### src/rtl/mcpu_pkg.sv
`timescale 1ns / 1ps

package mcpu_pkg;

   localparam int RAM_WORDS   = 16;
   localparam int RAM_AW      = $clog2(RAM_WORDS);
   localparam int DATA_W      = 8;
   localparam int MICRO_STEPS = 5;
   localparam int STEP_W      = 3;
   localparam int CW_W        = 16;
   localparam int OPC_W       = 4;

   typedef enum logic [1:0] {
      ACT_WRITE   = 2'd0,
      ACT_RESTART = 2'd1,
      ACT_TICK    = 2'd2,
      ACT_NONE    = 2'd3
   } action_type;

   // control word bits
   localparam logic [CW_W-1:0] C_HALT   = 16'h8000;
   localparam logic [CW_W-1:0] C_MARIN  = 16'h4000;
   localparam logic [CW_W-1:0] C_RAMIN  = 16'h2000;
   localparam logic [CW_W-1:0] C_RAMOUT = 16'h1000;
   localparam logic [CW_W-1:0] C_IROUT  = 16'h0800;
   localparam logic [CW_W-1:0] C_IRIN   = 16'h0400;
   localparam logic [CW_W-1:0] C_AIN    = 16'h0200;
   localparam logic [CW_W-1:0] C_AOUT   = 16'h0100;
   localparam logic [CW_W-1:0] C_ALUOUT = 16'h0080;
   localparam logic [CW_W-1:0] C_NEGB   = 16'h0040;
   localparam logic [CW_W-1:0] C_BIN    = 16'h0020;
   localparam logic [CW_W-1:0] C_OUTIN  = 16'h0010;
   localparam logic [CW_W-1:0] C_PCINC  = 16'h0008;
   localparam logic [CW_W-1:0] C_PCOUT  = 16'h0004;
   localparam logic [CW_W-1:0] C_JUMP   = 16'h0002;

   localparam logic [CW_W-1:0] FETCH0 = C_MARIN | C_PCOUT;
   localparam logic [CW_W-1:0] FETCH1 = C_RAMOUT | C_IRIN | C_PCINC;

   localparam logic [OPC_W-1:0] OP_LDA = 4'd1;
   localparam logic [OPC_W-1:0] OP_ADD = 4'd2;
   localparam logic [OPC_W-1:0] OP_SUB = 4'd3;
   localparam logic [OPC_W-1:0] OP_STA = 4'd4;
   localparam logic [OPC_W-1:0] OP_LDI = 4'd5;
   localparam logic [OPC_W-1:0] OP_JMP = 4'd6;
   localparam logic [OPC_W-1:0] OP_OUT = 4'd14;
   localparam logic [OPC_W-1:0] OP_HLT = 4'd15;

   typedef struct packed {
      logic                 en;
      logic [RAM_AW-1:0]    addr;
      logic [DATA_W-1:0]    data;
   } ram_wr_type;

   typedef struct packed {
      logic [DATA_W-1:0]    display;
      logic                 display_written;
      logic                 halted;
      logic [DATA_W-1:0]    accumulator;
      logic [RAM_AW-1:0]    program_counter;
      logic [STEP_W-1:0]    micro_step;
      logic [DATA_W-1:0]    bus_value;
   } result_type;

   function automatic logic [CW_W-1:0] microcode(input logic [OPC_W-1:0] opcode,
                                                 input logic [STEP_W-1:0] step);
      logic [CW_W-1:0] cw;
      cw = '0;
      case (step)
         3'd0: cw = FETCH0;
         3'd1: cw = FETCH1;
         3'd2: begin
            case (opcode)
               OP_LDA:  cw = C_IROUT | C_MARIN;
               OP_ADD:  cw = C_IROUT | C_MARIN;
               OP_SUB:  cw = C_IROUT | C_MARIN;
               OP_STA:  cw = C_IROUT | C_MARIN;
               OP_LDI:  cw = C_IROUT | C_AIN;
               OP_JMP:  cw = C_IROUT | C_JUMP;
               OP_OUT:  cw = C_AOUT | C_OUTIN;
               OP_HLT:  cw = C_HALT;
               default: cw = '0;
            endcase
         end
         3'd3: begin
            case (opcode)
               OP_LDA:  cw = C_RAMOUT | C_AIN;
               OP_ADD:  cw = C_RAMOUT | C_BIN;
               OP_SUB:  cw = C_RAMOUT | C_BIN;
               OP_STA:  cw = C_AOUT | C_RAMIN;
               default: cw = '0;
            endcase
         end
         3'd4: begin
            case (opcode)
               OP_ADD:  cw = C_ALUOUT | C_AIN;
               OP_SUB:  cw = C_ALUOUT | C_AIN | C_NEGB;
               default: cw = '0;
            endcase
         end
         default: cw = '0;
      endcase
      return cw;
   endfunction

endpackage

### src/rtl/mcpu_ram.sv
`timescale 1ns / 1ps

module mcpu_ram (
   input  logic                         clock,
   input  mcpu_pkg::ram_wr_type         wr,
   input  logic [mcpu_pkg::RAM_AW-1:0]  rd_addr,
   output logic [mcpu_pkg::DATA_W-1:0]  rd_data
);
   import mcpu_pkg::*;

   logic [DATA_W-1:0] mem [RAM_WORDS];
   logic [DATA_W-1:0] rd_data_ff;

   always_ff @(posedge clock) begin
      if (wr.en) begin
         mem[wr.addr] <= wr.data;
      end
   end

   // write-first: a write to the address being read shows up next cycle
   always_ff @(posedge clock) begin
      if (wr.en && (wr.addr == rd_addr)) begin
         rd_data_ff <= wr.data;
      end else begin
         rd_data_ff <= mem[rd_addr];
      end
   end

   assign rd_data = rd_data_ff;

endmodule

### src/rtl/mcpu_exec.sv
`timescale 1ns / 1ps

module mcpu_exec (
   input  logic                         clock,
   input  logic                         reset,
   input  logic                         accept,
   input  mcpu_pkg::action_type         action,
   input  logic [mcpu_pkg::RAM_AW-1:0]  address,
   input  logic [mcpu_pkg::DATA_W-1:0]  write_data,
   input  logic [mcpu_pkg::DATA_W-1:0]  rd_data,
   output mcpu_pkg::ram_wr_type         ram_wr,
   output logic [mcpu_pkg::RAM_AW-1:0]  rd_addr,
   output mcpu_pkg::result_type         result
);
   import mcpu_pkg::*;

   logic [DATA_W-1:0] acc_ff,  acc_in;
   logic [DATA_W-1:0] b_ff,    b_in;
   logic [RAM_AW-1:0] mar_ff,  mar_in;
   logic [DATA_W-1:0] ir_ff,   ir_in;
   logic [RAM_AW-1:0] pc_ff,   pc_in;
   logic [DATA_W-1:0] bus_ff,  bus_in;
   logic [DATA_W-1:0] out_ff,  out_in;
   logic [STEP_W-1:0] step_ff, step_in;
   logic              halt_ff, halt_in;

   logic [CW_W-1:0]   cw;
   logic              ticked;
   logic              wrote_out;

   assign cw = microcode(ir_ff[DATA_W-1 -: OPC_W], step_ff);

   always_comb begin
      acc_in    = acc_ff;
      b_in      = b_ff;
      mar_in    = mar_ff;
      ir_in     = ir_ff;
      pc_in     = pc_ff;
      bus_in    = bus_ff;
      out_in    = out_ff;
      step_in   = step_ff;
      halt_in   = halt_ff;
      ticked    = 1'b0;
      wrote_out = 1'b0;
      ram_wr    = '0;

      if (accept) begin
         case (action)
            ACT_WRITE: begin
               ram_wr.en   = 1'b1;
               ram_wr.addr = address;
               ram_wr.data = write_data;
            end
            ACT_RESTART: begin
               acc_in  = '0;
               b_in    = '0;
               mar_in  = '0;
               ir_in   = '0;
               pc_in   = '0;
               bus_in  = '0;
               out_in  = '0;
               step_in = '0;
               halt_in = 1'b0;
            end
            ACT_TICK: begin
               if (!halt_ff) begin
                  ticked = 1'b1;
                  // signals act in the order listed below, each on the bus left so far
                  if ((cw & C_HALT) != '0)  halt_in = 1'b1;
                  if ((cw & C_IROUT) != '0) bus_in = {{(DATA_W-RAM_AW){1'b0}},
                                                      ir_ff[RAM_AW-1:0]};
                  if ((cw & C_PCOUT) != '0) bus_in = {{(DATA_W-RAM_AW){1'b0}}, pc_ff};
                  if ((cw & C_MARIN) != '0) mar_in = bus_in[RAM_AW-1:0];
                  if ((cw & C_AOUT) != '0)  bus_in = acc_ff;
                  if ((cw & C_RAMIN) != '0) begin
                     ram_wr.en   = 1'b1;
                     ram_wr.addr = mar_in;
                     ram_wr.data = bus_in;
                  end
                  // read data is the byte at the MAR held before this tick; no
                  // control word loads the MAR and reads RAM together
                  if ((cw & C_RAMOUT) != '0) bus_in = rd_data;
                  if ((cw & C_IRIN) != '0)   ir_in  = bus_in;
                  if ((cw & C_NEGB) != '0)   b_in   = DATA_W'(~b_ff + 1'b1);
                  if ((cw & C_ALUOUT) != '0) bus_in = DATA_W'(acc_ff + b_in);
                  if ((cw & C_AIN) != '0)    acc_in = bus_in;
                  if ((cw & C_BIN) != '0)    b_in   = bus_in;
                  if ((cw & C_OUTIN) != '0) begin
                     out_in    = bus_in;
                     wrote_out = 1'b1;
                  end
                  if ((cw & C_PCINC) != '0)  pc_in  = RAM_AW'(pc_ff + 1'b1);
                  if ((cw & C_JUMP) != '0)   pc_in  = bus_in[RAM_AW-1:0];
                  step_in = (step_ff == STEP_W'(MICRO_STEPS - 1)) ? '0
                                                                  : STEP_W'(step_ff + 1'b1);
               end
            end
            default: begin
            end
         endcase
      end
   end

   always_ff @(posedge clock) begin
      if (reset) begin
         acc_ff  <= '0;
         b_ff    <= '0;
         mar_ff  <= '0;
         ir_ff   <= '0;
         pc_ff   <= '0;
         bus_ff  <= '0;
         out_ff  <= '0;
         step_ff <= '0;
         halt_ff <= 1'b0;
      end else begin
         acc_ff  <= acc_in;
         b_ff    <= b_in;
         mar_ff  <= mar_in;
         ir_ff   <= ir_in;
         pc_ff   <= pc_in;
         bus_ff  <= bus_in;
         out_ff  <= out_in;
         step_ff <= step_in;
         halt_ff <= halt_in;
      end
   end

   // keep the RAM output pointed at the MAR as it will stand next cycle
   assign rd_addr = mar_in;

   always_comb begin
      result.display         = out_in;
      result.display_written = wrote_out;
      result.halted          = halt_in;
      result.accumulator     = acc_in;
      result.program_counter = pc_in;
      result.micro_step      = ticked ? step_ff : '0;
      result.bus_value       = bus_in;
   end

   a_step_range: assert property (@(posedge clock) disable iff (reset)
      step_ff < STEP_W'(MICRO_STEPS))
      else $error("microstep counter out of range");

   a_halt_sticky: assert property (@(posedge clock) disable iff (reset)
      (halt_ff && !(accept && action == ACT_RESTART)) |=> halt_ff)
      else $error("halt cleared without restart");

   a_halt_frozen: assert property (@(posedge clock) disable iff (reset)
      (halt_ff && accept && action == ACT_TICK)
         |=> ($stable(pc_ff) && $stable(acc_ff) && $stable(bus_ff) && $stable(step_ff)))
      else $error("tick changed state while halted");

endmodule

### src/rtl/mcpu_out_q.sv
`timescale 1ns / 1ps

module mcpu_out_q (
   input  logic                  clock,
   input  logic                  reset,
   input  logic                  in_valid,
   output logic                  in_ready,
   input  mcpu_pkg::result_type  in_data,
   output logic                  out_valid,
   input  logic                  out_ready,
   output mcpu_pkg::result_type  out_data
);
   import mcpu_pkg::*;

   result_type  slot_ff [2];
   logic        wr_ptr_ff, wr_ptr_in;
   logic        rd_ptr_ff, rd_ptr_in;
   logic [1:0]  count_ff,  count_in;
   logic        push, pop;

   assign in_ready  = (count_ff != 2'd2);
   assign out_valid = (count_ff != 2'd0);
   assign out_data  = slot_ff[rd_ptr_ff];
   assign push      = in_valid && in_ready;
   assign pop       = out_valid && out_ready;

   always_comb begin
      wr_ptr_in = push ? ~wr_ptr_ff : wr_ptr_ff;
      rd_ptr_in = pop  ? ~rd_ptr_ff : rd_ptr_ff;
      count_in  = count_ff;
      if (push && !pop) begin
         count_in = 2'(count_ff + 1'b1);
      end else if (pop && !push) begin
         count_in = 2'(count_ff - 1'b1);
      end
   end

   always_ff @(posedge clock) begin
      if (push) begin
         slot_ff[wr_ptr_ff] <= in_data;
      end
   end

   always_ff @(posedge clock) begin
      if (reset) begin
         wr_ptr_ff <= 1'b0;
         rd_ptr_ff <= 1'b0;
         count_ff  <= '0;
      end else begin
         wr_ptr_ff <= wr_ptr_in;
         rd_ptr_ff <= rd_ptr_in;
         count_ff  <= count_in;
      end
   end

   a_count_max: assert property (@(posedge clock) disable iff (reset)
      count_ff <= 2'd2)
      else $error("result queue overflow");

   a_push_grows: assert property (@(posedge clock) disable iff (reset)
      (push && !pop) |=> (count_ff == 2'($past(count_ff) + 1'b1)))
      else $error("result queue lost a push");

   a_ptr_gap: assert property (@(posedge clock) disable iff (reset)
      (count_ff == 2'd1) |-> (wr_ptr_ff != rd_ptr_ff))
      else $error("result queue pointers out of step");

endmodule

### src/rtl/microcoded_8bit_cpu_core.sv
`timescale 1ns / 1ps

// SAP-1 style 8-bit accumulator CPU with 16 bytes of RAM and a fixed microcode ROM
// for eight opcodes. Each request transaction is a RAM write, a restart (clears all
// registers, keeps RAM) or one clock microstep; every request gives exactly one
// response with the register view after it. One request is taken per clock while
// the response queue has room, and its response is registered into that queue.
// The RAM is a synchronous memory whose read port always tracks the next MAR
// value (with write forwarding), so a microstep that drives RAM onto the bus finds
// the byte already registered and ticks run back to back. A two-entry response
// queue lets requests keep flowing while a response waits to be taken. Reading a
// RAM byte never written returns an undefined value.
module microcoded_8bit_cpu_core (
   input  logic        clock,
   input  logic        reset,
   input  logic        req_tvalid,
   output logic        req_tready,
   input  logic [1:0]  req_tuser,   // action
   input  logic [15:0] req_tdata,   // address[3:0], write_data[11:4], zero pad
   output logic        rsp_tvalid,
   input  logic        rsp_tready,
   output logic [39:0] rsp_tdata    // display[7:0], display_written[8], halted[9],
                                    // accumulator[17:10], program_counter[21:18],
                                    // micro_step[24:22], bus_value[32:25], zero pad
);
   import mcpu_pkg::*;

   logic              accept;
   ram_wr_type        ram_wr;
   logic [RAM_AW-1:0] rd_addr;
   logic [DATA_W-1:0] rd_data;
   result_type        exec_result;
   result_type        q_result;

   assign accept = req_tvalid && req_tready;

   mcpu_ram u_ram (
      .clock   (clock),
      .wr      (ram_wr),
      .rd_addr (rd_addr),
      .rd_data (rd_data)
   );

   mcpu_exec u_exec (
      .clock      (clock),
      .reset      (reset),
      .accept     (accept),
      .action     (action_type'(req_tuser)),
      .address    (req_tdata[RAM_AW-1:0]),
      .write_data (req_tdata[RAM_AW +: DATA_W]),
      .rd_data    (rd_data),
      .ram_wr     (ram_wr),
      .rd_addr    (rd_addr),
      .result     (exec_result)
   );

   mcpu_out_q u_out_q (
      .clock     (clock),
      .reset     (reset),
      .in_valid  (accept),
      .in_ready  (req_tready),
      .in_data   (exec_result),
      .out_valid (rsp_tvalid),
      .out_ready (rsp_tready),
      .out_data  (q_result)
   );

   assign rsp_tdata = {7'd0,
                       q_result.bus_value,
                       q_result.micro_step,
                       q_result.program_counter,
                       q_result.accumulator,
                       q_result.halted,
                       q_result.display_written,
                       q_result.display};

endmodule
### config.mk
export PLATFORM = sky130hd
export DESIGN_NAME = microcoded_8bit_cpu_core
export DESIGN_NICKNAME = d
export VERILOG_FILES = /design/src/rtl/mcpu_pkg.sv /design/src/rtl/mcpu_ram.sv /design/src/rtl/mcpu_exec.sv /design/src/rtl/mcpu_out_q.sv /design/src/rtl/microcoded_8bit_cpu_core.sv
export SDC_FILE = /design/constraint.sdc
export NUM_CORES = 1
export LEC_CHECK = 0
export BUFFER_PORTS_ARGS = -buffer_cell sky130_fd_sc_hd__buf_2
export CAP_MARGIN = 20
export CORE_MARGIN = 4
export CORE_UTILIZATION = 61
export DETAILED_ROUTE_END_ITERATION = 10
export PLACE_DENSITY_LB_ADDON = 0.05
export SETUP_SLACK_MARGIN = 0.15
export SYNTH_ARGS = -nofsm -noshare
export SYNTH_HDL_FRONTEND = slang
export SYNTH_SLANG_ARGS = --single-unit
### constraint.sdc
create_clock -name clock -period 4.53 [get_ports clock]
set_input_delay 1.359 -clock clock [delete_from_list [all_inputs] [get_ports clock]]
set_output_delay 1.359 -clock clock [all_outputs]
set_load 0.05 [all_outputs]
==> metrics.txt, run 1 <==
Crit Path Class=reg -> reg; CP max FO=7; Worst Slack Setup Final=0.5859 ns; IO buf count=52; Die Footprint=between 20,000 and 25,000 sq um; grt ovf=0; area occupied by multi-input gates=around 4200 sq um; Setup Viol. Count Final=0; YS warnings=0; count of different cell masters after synthesis=67; first-pass GRT wire length=44.13 mm; CTS tree=yes; Vert. Die Dim=146.0 um; clk sink count=~260; pwr dens=437.6 nW/um^2; cts repair resizes=0; Total Nets Final=1,002; # IOs=64; RR Endpoint=u_out_q.slot_ff[1][21]; hold buffers post-CTS=0; Area Growth Syn to Fin=12.63%; required time worst endpoint=4.81 ns; ranking of synthesized cells by area=edfxtp_1, dfxtp_1, mux4_2, mux2_2, nor2_1; hold endpoint=u_exec.out_ff[3]; slew margin rel.=37.82%; MaxCap Viol Count=0; Worst-Margin Slew=about 0.93 ns; number of CTS-inserted buffers=26; Main synth FF type=edfxtp_1; Hold Crit Class=reg -> reg; Die Width=146.0 um; vias=7,712; syn_area_per_cell=13.14 sq um; DRC=0; CTS H-Tree Depth=1; largest net degree at the start of global routing=34; Worst EP arrival=4.22 ns; DR WL/cell=23.31 um; CTS Root Cell=clkbuf_16; cell area after synthesis=11,620 sq um; crit start category=flip-flop; initial antenna violation count=0; period utilization=87.07%; Total Routed Length=approximately 28 mm; Vias/cell=6.347; status=completed; Slew Limit Fails=0; initial DRC count=approximately 640; R2R depth=14; area leader, netlist=edfxtp_1; Post-synth EDFFs=about 190; clock latency reported for the late side of the worst-skew pair=0.55 ns; core area=18,710 sq um; r2r setup slk=0.59 ns; fill cell count=1,271; RSZ-0062 raised after global routing=false; ANT cells=0; all-layer global routing usage=26.52%; number of cell rows=50; Placement Setup Slack=0.6362 ns; Antenna Nets Post-Route=0; Starting Density=62.12%; Hold Crit Depth=2; Setup TNS=0 ns; maximum VDD drop=0.4869 mV; sequential fraction of the synthesis area=about three fifths; clk buf depth=3; FMAX=253.5 MHz; Synth Register Bits=roughly 260; Power Total=between 5 and 6 mW; share of cells above drive strength 1=22.12%; R2R Path Start=u_exec.step_ff[0]; clock slew seen by the registers of the worst setup and hold paths=0.06 ns; Final Hold Viols=0; Post CTS Setup Buffer Count=0; routability cong.=0.9071; Leak=4.618 nW; post-synth top area share=50.13%; Final min period=between 3 and 4 ns; clk_skew=0.02487 ns; register area=a little over 7000 sq um; HP Start=u_exec.out_ff[3]; Synth Instances=884; ys async rst share=0%; Setup crit end kind=flip-flop; vias in the first global route=approximately 7,600; drt pass-1 iters=5; HPWL Detailed=19.43 mm
[worst max-delay path by stage]
| stage | start | endpoint | slack [ns] | depth (start not counted) |
|---|---|---|---|---|
| 3_3_place_gp | u_exec.step_ff[0] | u_out_q.slot_ff[0][21] | 0.65 | 14 |
| 3_5_place_dp | u_exec.step_ff[0] | u_out_q.slot_ff[1][21] | 0.64 | 14 |
| 5_1_grt | u_exec.step_ff[0] | u_out_q.slot_ff[1][21] | 0.39 | 14 |
| 6_report | u_exec.step_ff[0] | u_out_q.slot_ff[1][21] | 0.59 | 14 |
| 2_1_floorplan | u_exec.step_ff[0] | u_out_q.slot_ff[0][21] | 0.95 | 15 |
| 4_1_cts | u_exec.step_ff[0] | u_out_q.slot_ff[0][21] | 0.60 | 14 |
[logic make-up (layout without fill, tap and decap cells)]
logic type,after synthesis,in the layout,synth area share (%)
adder cells (fa/ha/maj),18,18,2.003
AO/OA/AOI/OAI,194,194,10.81
XOR/XNOR,16,16,1.206
buffers and inverters,66,157,2.541
AND/OR/NAND/NOR,246,246,10.16
multiplexers,82,82,11.56
flip-flops,261,261,61.68
other,1,7,0.03227
[cell usage after synthesis (7+ instances only)]
cell	count
edfxtp_1	194
nor2_1	80
dfxtp_1	67
nand2_1	64
a21oi_1	41
clkbuf_1	36
mux2_2	36
o21ai_0	36
mux4_2	33
o21ai_1	29
nor3_1	20
ha_1	17
nor2b_1	17
inv_1	15
a22oi_1	14
and3_1	14
mux2i_1	9
nand3_1	9
a211oi_1	8
xnor2_1	8
xor2_1	8
a22o_1	7
buf_4	7
o22ai_1	7
[cell usage in the layout, fill, tap and decap left out, types with 4 or more instances in the layout]
| master | Yosys | final |
|---|---|---|
| edfxtp_1 | 194 | 194 |
| nor2_1 | 80 | 79 |
| dfxtp_1 | 67 | 67 |
| nand2_1 | 64 | 64 |
| buf_2 | 5 | 52 |
| buf_4 | 7 | 42 |
| a21oi_1 | 41 | 41 |
| o21ai_0 | 36 | 36 |
| mux2_2 | 36 | 36 |
| mux4_2 | 33 | 33 |
| o21ai_1 | 29 | 29 |
| clkbuf_16 | 0 | 26 |
| nor3_1 | 20 | 20 |
| nor2b_1 | 17 | 17 |
| ha_1 | 17 | 17 |
| inv_1 | 15 | 15 |
| and3_1 | 14 | 14 |
| a22oi_1 | 14 | 14 |
| nand3_1 | 9 | 9 |
| mux2i_1 | 9 | 9 |
| clkbuf_1 | 36 | 9 |
| a211oi_1 | 8 | 8 |
| xnor2_1 | 8 | 8 |
| xor2_1 | 8 | 8 |
| a22o_1 | 7 | 7 |
| o22ai_1 | 7 | 7 |
| conb_1 | 1 | 7 |
| or3_1 | 6 | 6 |
| o211ai_1 | 6 | 6 |
| and2_1 | 5 | 5 |
| or2_2 | 5 | 5 |
| nor4_1 | 5 | 5 |
| o21a_1 | 5 | 5 |
| nand2b_1 | 5 | 5 |
| a21o_1 | 4 | 4 |
| a32o_1 | 4 | 4 |
| a31oi_1 | 4 | 4 |
| mux4_1 | 4 | 4 |
| clkinv_2 | 0 | 4 |
[report_power, final]
part	leakage (nW)	internal (mW)	switching, mW
Clock	0.395	1.11	0.897
Sequential	2.39	2.68	0.0360
Combinational	1.84	0.271	0.730
[cell type report]
class                           instances  share of cell area, %
Clock buffer                           38                  5.478
Multi-Input combinational cell        563                  31.96
Inverter                               15                 0.4302
Clock inverter                          9                 0.6501
Tap cell                              234                  2.237
Sequential cell                       261                  54.76
Timing Repair Buffer                   95                  4.484
[routing by layer]
metal  wire, um  track usage [%]
met1      11790            36.94
met2      13760            43.99
met3       2024            4.252
met4        754            7.573
met5          0                0
[state kept, by name, indices dropped and copies added (netlist names), named ones only]
signal,count
u_exec.b_ff,8
u_exec.bus_ff,8
u_out_q.wr_ptr_ff,1
u_out_q.count_ff,2
u_exec.ir_ff,8
u_out_q.rd_ptr_ff,1
u_exec.pc_ff,4
u_exec.mar_ff,4
u_exec.out_ff,8
u_exec.step_ff,3
u_exec.halt_ff,1
u_ram.mem,128
u_exec.acc_ff,8
u_out_q.slot_ff,66
[through the flow]
stage / area, sq um / cells / hold WS [ns] / utilization [%]
6_report: 13090 / 1215 / 0.4639 / 69.97
5_1_grt: 13090 / 1215 / 0.4890 / 69.97
2_1_floorplan: 11640 / 890 / 0.4365 / -
3_5_place_dp: 12270 / 1166 / 0.4547 / 65.58
4_1_cts: 13070 / 1213 / 0.4631 / 69.87
3_3_place_gp: 12270 / 1166 / 0.4452 / 65.58
[critical path: stages (launching register included)]
cell	delay (ns)
dfxtp_1	0.35
inv_1	0.13
ha_1	0.21
nand3_1	0.15
or4b_1	0.66
nor2_1	0.18
xor2_1	0.22
ha_1	0.31
nor2b_1	0.16
o31a_1	0.27
o21a_1	0.17
nor2_1	0.10
xnor2_1	0.07
a211o_1	0.42
a31o_2	0.29
(Power assumes the default switching activity.)
==> run 2: changes to the inputs <==
Settings changed: CELL_PAD_IN_SITES_DETAIL_PLACEMENT set to 0, CELL_PAD_IN_SITES_GLOBAL_PLACEMENT set to 2, CORE_UTILIZATION 61 to 43.
==> run 2 against run 1 <==
Effect of this change:
- via count shrank 2.2%
- clock-buffer cell count shrank 7
- clock skew shrank 0.0098 ns
- sequential cell count is the same
- non-clock buffer count shrank 2
- critical path depth is the same
- largest power group unchanged
==> metrics.txt, run 2 (synthesized netlist as in run 1, its figures left out) <==
Hold Crit Class=reg -> reg; MaxCap Viol Count=0 (unchanged); clock latency reported for the late side of the worst-skew pair=0.55 ns (about the same); Starting Density=44.09% (-18 points); largest net degree at the start of global routing=34 (unchanged); core area=26,350 sq um (+41%); first-pass GRT wire length=45.26 mm (+2.6%); Largest register FFs=128 (unchanged); RSZ-0062 raised after global routing=false; Vert. Die Dim=172.4 um (+18%); CP peak stage delay=0.67 ns (about the same); Worst-Margin Slew=0.9489 ns (+0.01963 ns); commonest non-fill, non-tap cell in the layout=edfxtp_1; Sw Pwr=1.715 mW (+3.1%); HPWL Detailed=21.17 mm (+9.0%); Slew Limit Fails=0 (unchanged); Die Footprint=29,720 sq um (+39%); FMAX=248.3 MHz (-2.1%); Antenna Nets Post-Route=0 (unchanged); Final min period=4.028 ns (+0.08383 ns); grt ovf=0 (unchanged); Sw Share=28.70% (-0.33 points); Total Routed Length=29.72 mm (+4.9%); initial DRC count=545 (-15%); clk sink count=261 (unchanged); cts repair resizes=0 (unchanged); all-layer global routing usage=20.09% (-6.4 points); fill cell count=2,287 (+80%); DRC=0 (unchanged); logic gate share of total power=16.8% (-0.7 points); crit start category=flip-flop; power share of the sequential group=45.4% (-2.0 points); cell internal pwr=4.259 mW (+4.8%); routability cong.=0.8286 (-8.7%); Leak=4.653 nW (+0.78%); number of CTS-inserted buffers=28 (+7.7%); CP max FO=7 (unchanged); Setup TNS=0 ns (unchanged); pwr dens=449.0 nW/um^2 (+2.6%); Vias/cell=5.723 (-9.8%); Post CTS Setup Buffer Count=0 (unchanged); hold buffers post-CTS=0 (unchanged); Setup crit end kind=flip-flop; Placed Instances=1,267 (+8.7%); CTS H-Tree Depth=1 (unchanged); Power Total=5.974 mW (+4.3%); vias in the first global route=7,536 (-0.92%); maximum VDD drop=0.3541 mV (-27%); initial antenna violation count=0 (unchanged); slew margin rel.=36.50% (-1.3 points); Final Hold Viols=0 (unchanged); status=completed; IO buf count=52 (unchanged); Crit Path Class=reg -> reg; Die Width=172.4 um (+18%); clock slew seen by the registers of the worst setup and hold paths=0.07 ns (about the same); Worst EP arrival=4.33 ns (+0.11 ns); share of cells above drive strength 1=22.58% (+0.46 points); clk_skew=0.01504 ns (-0.009833 ns); Area Growth Syn to Fin=14.51%; DR WL/cell=22.55 um (-3.3%); # IOs=64 (unchanged); ANT cells=0 (unchanged); CTS tree=yes; Regs by FF count=u_ram.mem x128, u_out_q.slot_ff x66; drt pass-1 iters=5 (unchanged); period utilization=88.92% (+1.9 points); required time worst endpoint=4.83 ns (+0.02 ns); clk buf depth=3 (unchanged); Final Non-Filler Cells=1,318 (+8.5%); slowest CP cell=or4b_1; CP Cell Sequence=inv_1 > ha_1 > nand3_1 > or4b_1 > nor2_1 > xor2_1 > ha_1 > nor2b_1 > o31a_1 > o21a_1 > nor2_1 > xnor2_1 > a211o_1 > a31o_2; most frequent cells in the layout=edfxtp_1, nor2_1, dfxtp_1; clock power share=37.7% (+2.6 points); Total Nets Final=1,002 (unchanged); CTS Root Cell=clkbuf_16; number of cell rows=59 (+18%); vias=7,543 (-2.2%); Setup Viol. Count Final=0 (unchanged); Top reg by flops=u_ram.mem
[run 2: cell types whose count changed in the layout (fill, tap and decap cells not counted), sizes merged]
cell,before,now
clkinv,7,13
clkbuf,38,31
buf,95,93
bufinv,0,3
inv,17,16
clkinvlp,0,3
[run 2: layout make-up]
cell class	instances	area [sq um]	area share (%)
inverter	15	56.30	0.4231
tap	335	419.2	3.150
clock buffer	31	711.9	5.350
clock inverter	20	201.4	1.514
multi-input combinational	563	4183	31.43
timing repair buffer	93	568.0	4.269
sequential	261	7167	53.86
[run 2: power by group through the flow]
stage / Clock (mW) / Combinational, mW / Sequential [mW]
floorplan: 0 / 0.790 / 2.76
global placement: 0 / 1.01 / 2.76
detailed placement: 0 / 1.02 / 2.77
CTS: 2.31 / 1.02 / 2.72
global route: 2.40 / 1.07 / 2.72
finish: 2.25 / 1.01 / 2.71
[run 2: routing by layer]
layer	track usage [%]	up-vias	wire [um]
li1	-	3515	-
met4	5.742	0	816
met2	33.48	202	14430
met5	0	-	0
met3	2.949	49	1399
met1	27.59	3777	13080
[run 2: worst paths after layout]
kind | startpoint | end | slack [ns] | cells after the start
max | u_exec.step_ff[0] | u_out_q.slot_ff[0][21] | 0.50 | 14
min | u_exec.out_ff[0] | u_exec.out_ff[0] | 0.49 | 2
max reg2reg | u_exec.step_ff[0] | u_out_q.slot_ff[0][21] | 0.50 | 14
min reg2reg | u_exec.out_ff[0] | u_exec.out_ff[0] | 0.49 | 2
[run 2: per-stage QoR]
stage                     hold WS [ns]  cell area [sq um]  utilization, %  setup slack [ns]
after floorplan                 0.4365              11640               -            0.9486
after global placement          0.4584              12390           47.03            0.5953
after detailed placement        0.4748              12390           47.03            0.5832
after CTS                       0.4837              13310           50.49            0.5466
after global routing            0.5220              13310           50.49            0.2692
final                           0.4865              13310           50.49            0.5020
[run 2: critical path, delay by kind of cell, from the launching register on]
family	cells	cell delay, ns
AOI/OAI and AO/OA	4	1.20
xor gates and xnor gates	2	0.31
adders and majority gates	2	0.53
buffers and inverters	1	0.13
DFF	1	0.35
and+or+nand+nor	5	1.26
==> run 3: changes to the inputs <==
Settings changed: ABC_AREA set to 1, CORE_UTILIZATION 43 to 39.
==> run 3 against run 2 <==
Effect of this change:
- clock skew hardly changed
- sequential share of layout area is 1.5 points lower
- sequential power hardly changed
- clock power is 8.9% higher
- non-clock buffer count is 8 lower
- global-route usage is 0.40 points lower
- final area is 2.9% higher
- cell count is 30% higher
- clock-buffer cell count is 12 higher
- synthesized cell count is 40% higher
- register-to-register slack better by 0.38 ns
- utilization is 4.8 points lower
- largest cell class unchanged
==> metrics.txt, run 3 <==
drt pass-1 iters=7 (+2); grt ovf=0 (unchanged); Vert. Die Dim=183.0 um (+6.2%); Leak=5.327 nW (+14%); Synth Instances=1,237 (+40%); Antenna Nets Post-Route=0 (unchanged); clk sink count=261 (unchanged); first-pass GRT wire length=50.82 mm (+12%); Crit path top cell by count=nand2_1; period utilization=80.50% (-8.4 points); CP Cell Sequence=inv_1 > ha_1 > nand2_4 > nor3_4 > inv_1 > o21ai_1 > inv_1 > fa_1 > nand3b_1 > nand3_1 > nand2_1 > nand2_1 > nand2_1 > nand3b_1 > nand2_1 > nand2_1 > nand2_1 > o22ai_1; Bufs and invs on worst path=3 (+2); initial DRC count=644 (+18%); all-layer global routing usage=19.69% (-0.40 points); Crit Path Class=reg -> reg; RR Endpoint=u_out_q.slot_ff[1][6]; clock slew seen by the registers of the worst setup and hold paths=0.06 ns (about the same); Post-synth EDFFs=194 (unchanged); slew margin rel.=31.24% (-5.3 points); # IOs=64 (unchanged); slowest CP cell=o22ai_1; hold endpoint=u_exec.b_ff[3]; Vias/cell=5.059 (-12%); most frequent cells in the layout=nand2_1, edfxtp_1, nand3_1; most numerous cell in the Yosys netlist=nand2_1; family with the most delay on the worst path=simple AND/OR/NAND/NOR gates; Final Hold Viols=0 (unchanged); r2r setup slk=0.88 ns (+0.38 ns); clk buf depth=3 (unchanged); Setup Viol. Count Final=0 (unchanged); cts repair resizes=0 (unchanged); pwr dens=461.0 nW/um^2 (+2.7%); area occupied by multi-input gates=4235 sq um (+1.3%); CTS Root Cell=clkbuf_16; crit start category=flip-flop; Hold Crit Depth=2 (unchanged); Setup crit end kind=flip-flop; hold buffers post-CTS=0 (unchanged); IO buf count=52 (unchanged); number of CTS-inserted buffers=29 (+3.6%); initial antenna violation count=0 (unchanged); maximum VDD drop=0.2933 mV (-17%); Starting Density=39.89% (-4.2 points); Setup TNS=0 ns (unchanged); CP max FO=5 (-2); DR WL/cell=19.22 um (-15%); commonest non-fill, non-tap cell in the layout=nand2_1; HP Start=u_exec.b_ff[3]; Top reg by flops=u_ram.mem; Largest register FFs=128 (unchanged); post-synth top area share=48.75% (-1.4 points); FMAX=274.2 MHz (+10%); fill cell count=2,883 (+26%); Worst-Margin Slew=1.029 ns (+0.08007 ns); Hold Crit Class=reg -> reg; syn_area_per_cell=9.660 sq um (-27%); routability cong.=0.8282 (about the same); required time worst endpoint=4.81 ns (-0.02 ns); status=completed; CP peak stage delay=0.46 ns (-0.21 ns); Main synth FF type=edfxtp_1; sequential fraction of the synthesis area=59.98% (-1.7 points); Area Growth Syn to Fin=14.62% (about the same); CP startpoint=u_exec.step_ff[0]; vias=8,682 (+15%); commonest cells in the netlist=nand2_1, edfxtp_1, nand3_1, nor2_1, a21oi_1; clock latency reported for the late side of the worst-skew pair=0.56 ns (about the same); Synth Register Bits=261 (unchanged); Die Width=183.0 um (+6.2%); ANT cells=0 (unchanged); fin util=45.72% (-4.8 points); RSZ-0062 raised after global routing=false; DRC=0 (unchanged); CTS H-Tree Depth=1 (unchanged); HPWL Detailed=22.82 mm (+7.8%); MaxCap Viol Count=0 (unchanged); clk_skew=0.01515 ns (+0.0001081 ns); R2R Path Start=u_exec.step_ff[0]; vias in the first global route=8,289 (+10%); register area=7168 sq um (about the same); Regs by FF count=u_ram.mem x128, u_out_q.slot_ff x66; count of different cell masters after synthesis=45 (-33%); Final min period=3.647 ns (-0.3812 ns); area leader, netlist=edfxtp_1; ranking of synthesized cells by area=edfxtp_1, nand2_1, dfxtp_1, nand3_1, a21oi_1; cell area after synthesis=11,950 sq um (+2.8%); share of cells above drive strength 1=15.99% (-6.6 points); R2R depth=18 (+4); core area=29,950 sq um (+14%); largest net degree at the start of global routing=65 (+91%); Slew Limit Fails=0 (unchanged); Total Nets Final=1,344 (+34%); Worst EP arrival=3.93 ns (-0.40 ns); CTS tree=yes; Die Footprint=33,500 sq um (+13%); Total Routed Length=32.98 mm (+11%); ys async rst share=0% (unchanged); YS warnings=0 (unchanged); Post CTS Setup Buffer Count=0 (unchanged); number of cell rows=63 (+6.8%)
## run 3: cell types whose count changed in the layout (fill, tap and decap cells not counted), sizes merged, moves of 15 or more
| cell | previous run | this run |
|---|---|---|
| nand3 | 9 | 168 |
| and3 | 15 | 0 |
| inv | 16 | 79 |
| o21ai | 65 | 35 |
| mux4 | 37 | 0 |
| nor3 | 20 | 3 |
| nor2b | 17 | 0 |
| a21oi | 41 | 80 |
| nand2 | 64 | 390 |
## run 3: where the power goes
part / switching [mW] / internal (mW)
sequential: 0.0345 / 2.69
combinational: 0.861 / 0.273
clock: 0.955 / 1.50
total: 1.85 / 4.46
## run 3: metal layers
metal | global-route usage (%) | wire, um | vias to the layer above
met4 | 3.784 | 570 | 0
met3 | 2.182 | 1726 | 39
met5 | 0 | 0 | -
met2 | 28.73 | 13770 | 206
li1 | - | - | 4330
met1 | 31.78 | 16920 | 4107
## run 3: how the worst max path moves through the flow
stage	cells past startpoint	slack, ns	endpoint
after floorplan	3	1.04	u_out_q.slot_ff[1][0]
after global routing	18	0.52	u_out_q.slot_ff[1][6]
after global placement	12	0.60	u_ram.mem[4][1]
after detailed placement	12	0.59	u_ram.mem[4][3]
after CTS	18	0.89	u_out_q.slot_ff[1][6]
final	18	0.88	u_out_q.slot_ff[1][6]
## run 3: cell families (layout without fill, tap and decap cells)
group,after synthesis,after routing,synth area share (%)
AND/OR/NAND/NOR,657,657,23.83
XOR/XNOR,6,6,0.4398
adder cells (fa/ha/maj),18,18,1.948
AO/OA/AOI/OAI,127,127,5.770
other,1,7,0.03138
flip-flops,261,261,59.98
buffers and inverters,134,217,4.890
multiplexers,33,33,3.110
## run 3: worst reg2reg max path, cell delays in order (launching register included)
cell and delay [ns]:
dfxtp_1 0.32, inv_1 0.14, ha_1 0.30, nand2_4 0.12
nor3_4 0.30, inv_1 0.14, o21ai_1 0.26, inv_1 0.09
fa_1 0.40, nand3b_1 0.18, nand3_1 0.09, nand2_1 0.07
nand2_1 0.06, nand2_1 0.06, nand3b_1 0.08, nand2_1 0.07
nand2_1 0.06, nand2_1 0.14, o22ai_1 0.46
## run 3: final cells by class
cell class,count,share of cell area [%]
well taps,390,3.563
multi-input cells,848,30.92
clock buffers,43,6.057
repair buffers,85,3.709
inverters,79,2.165
flip-flops and latches,261,52.34
clock inverters,10,1.242
## run 3: per-stage QoR
| stage | instance area [sq um] | hold slack, ns | setup WS (ns) | std cells | power (mW) |
|---|---|---|---|---|---|
| after global routing | 13700 | 0.4887 | 0.5232 | 1716 | 6.566 |
| final | 13700 | 0.4676 | 0.8832 | 1716 | 6.313 |
| after detailed placement | 12700 | 0.4570 | 0.5908 | 1663 | 3.927 |
| after global placement | 12700 | 0.4546 | 0.6003 | 1663 | 3.923 |
| after floorplan | 11970 | 0.4449 | 1.035 | 1243 | 3.620 |
| after CTS | 13700 | 0.4672 | 0.8872 | 1716 | 6.391 |
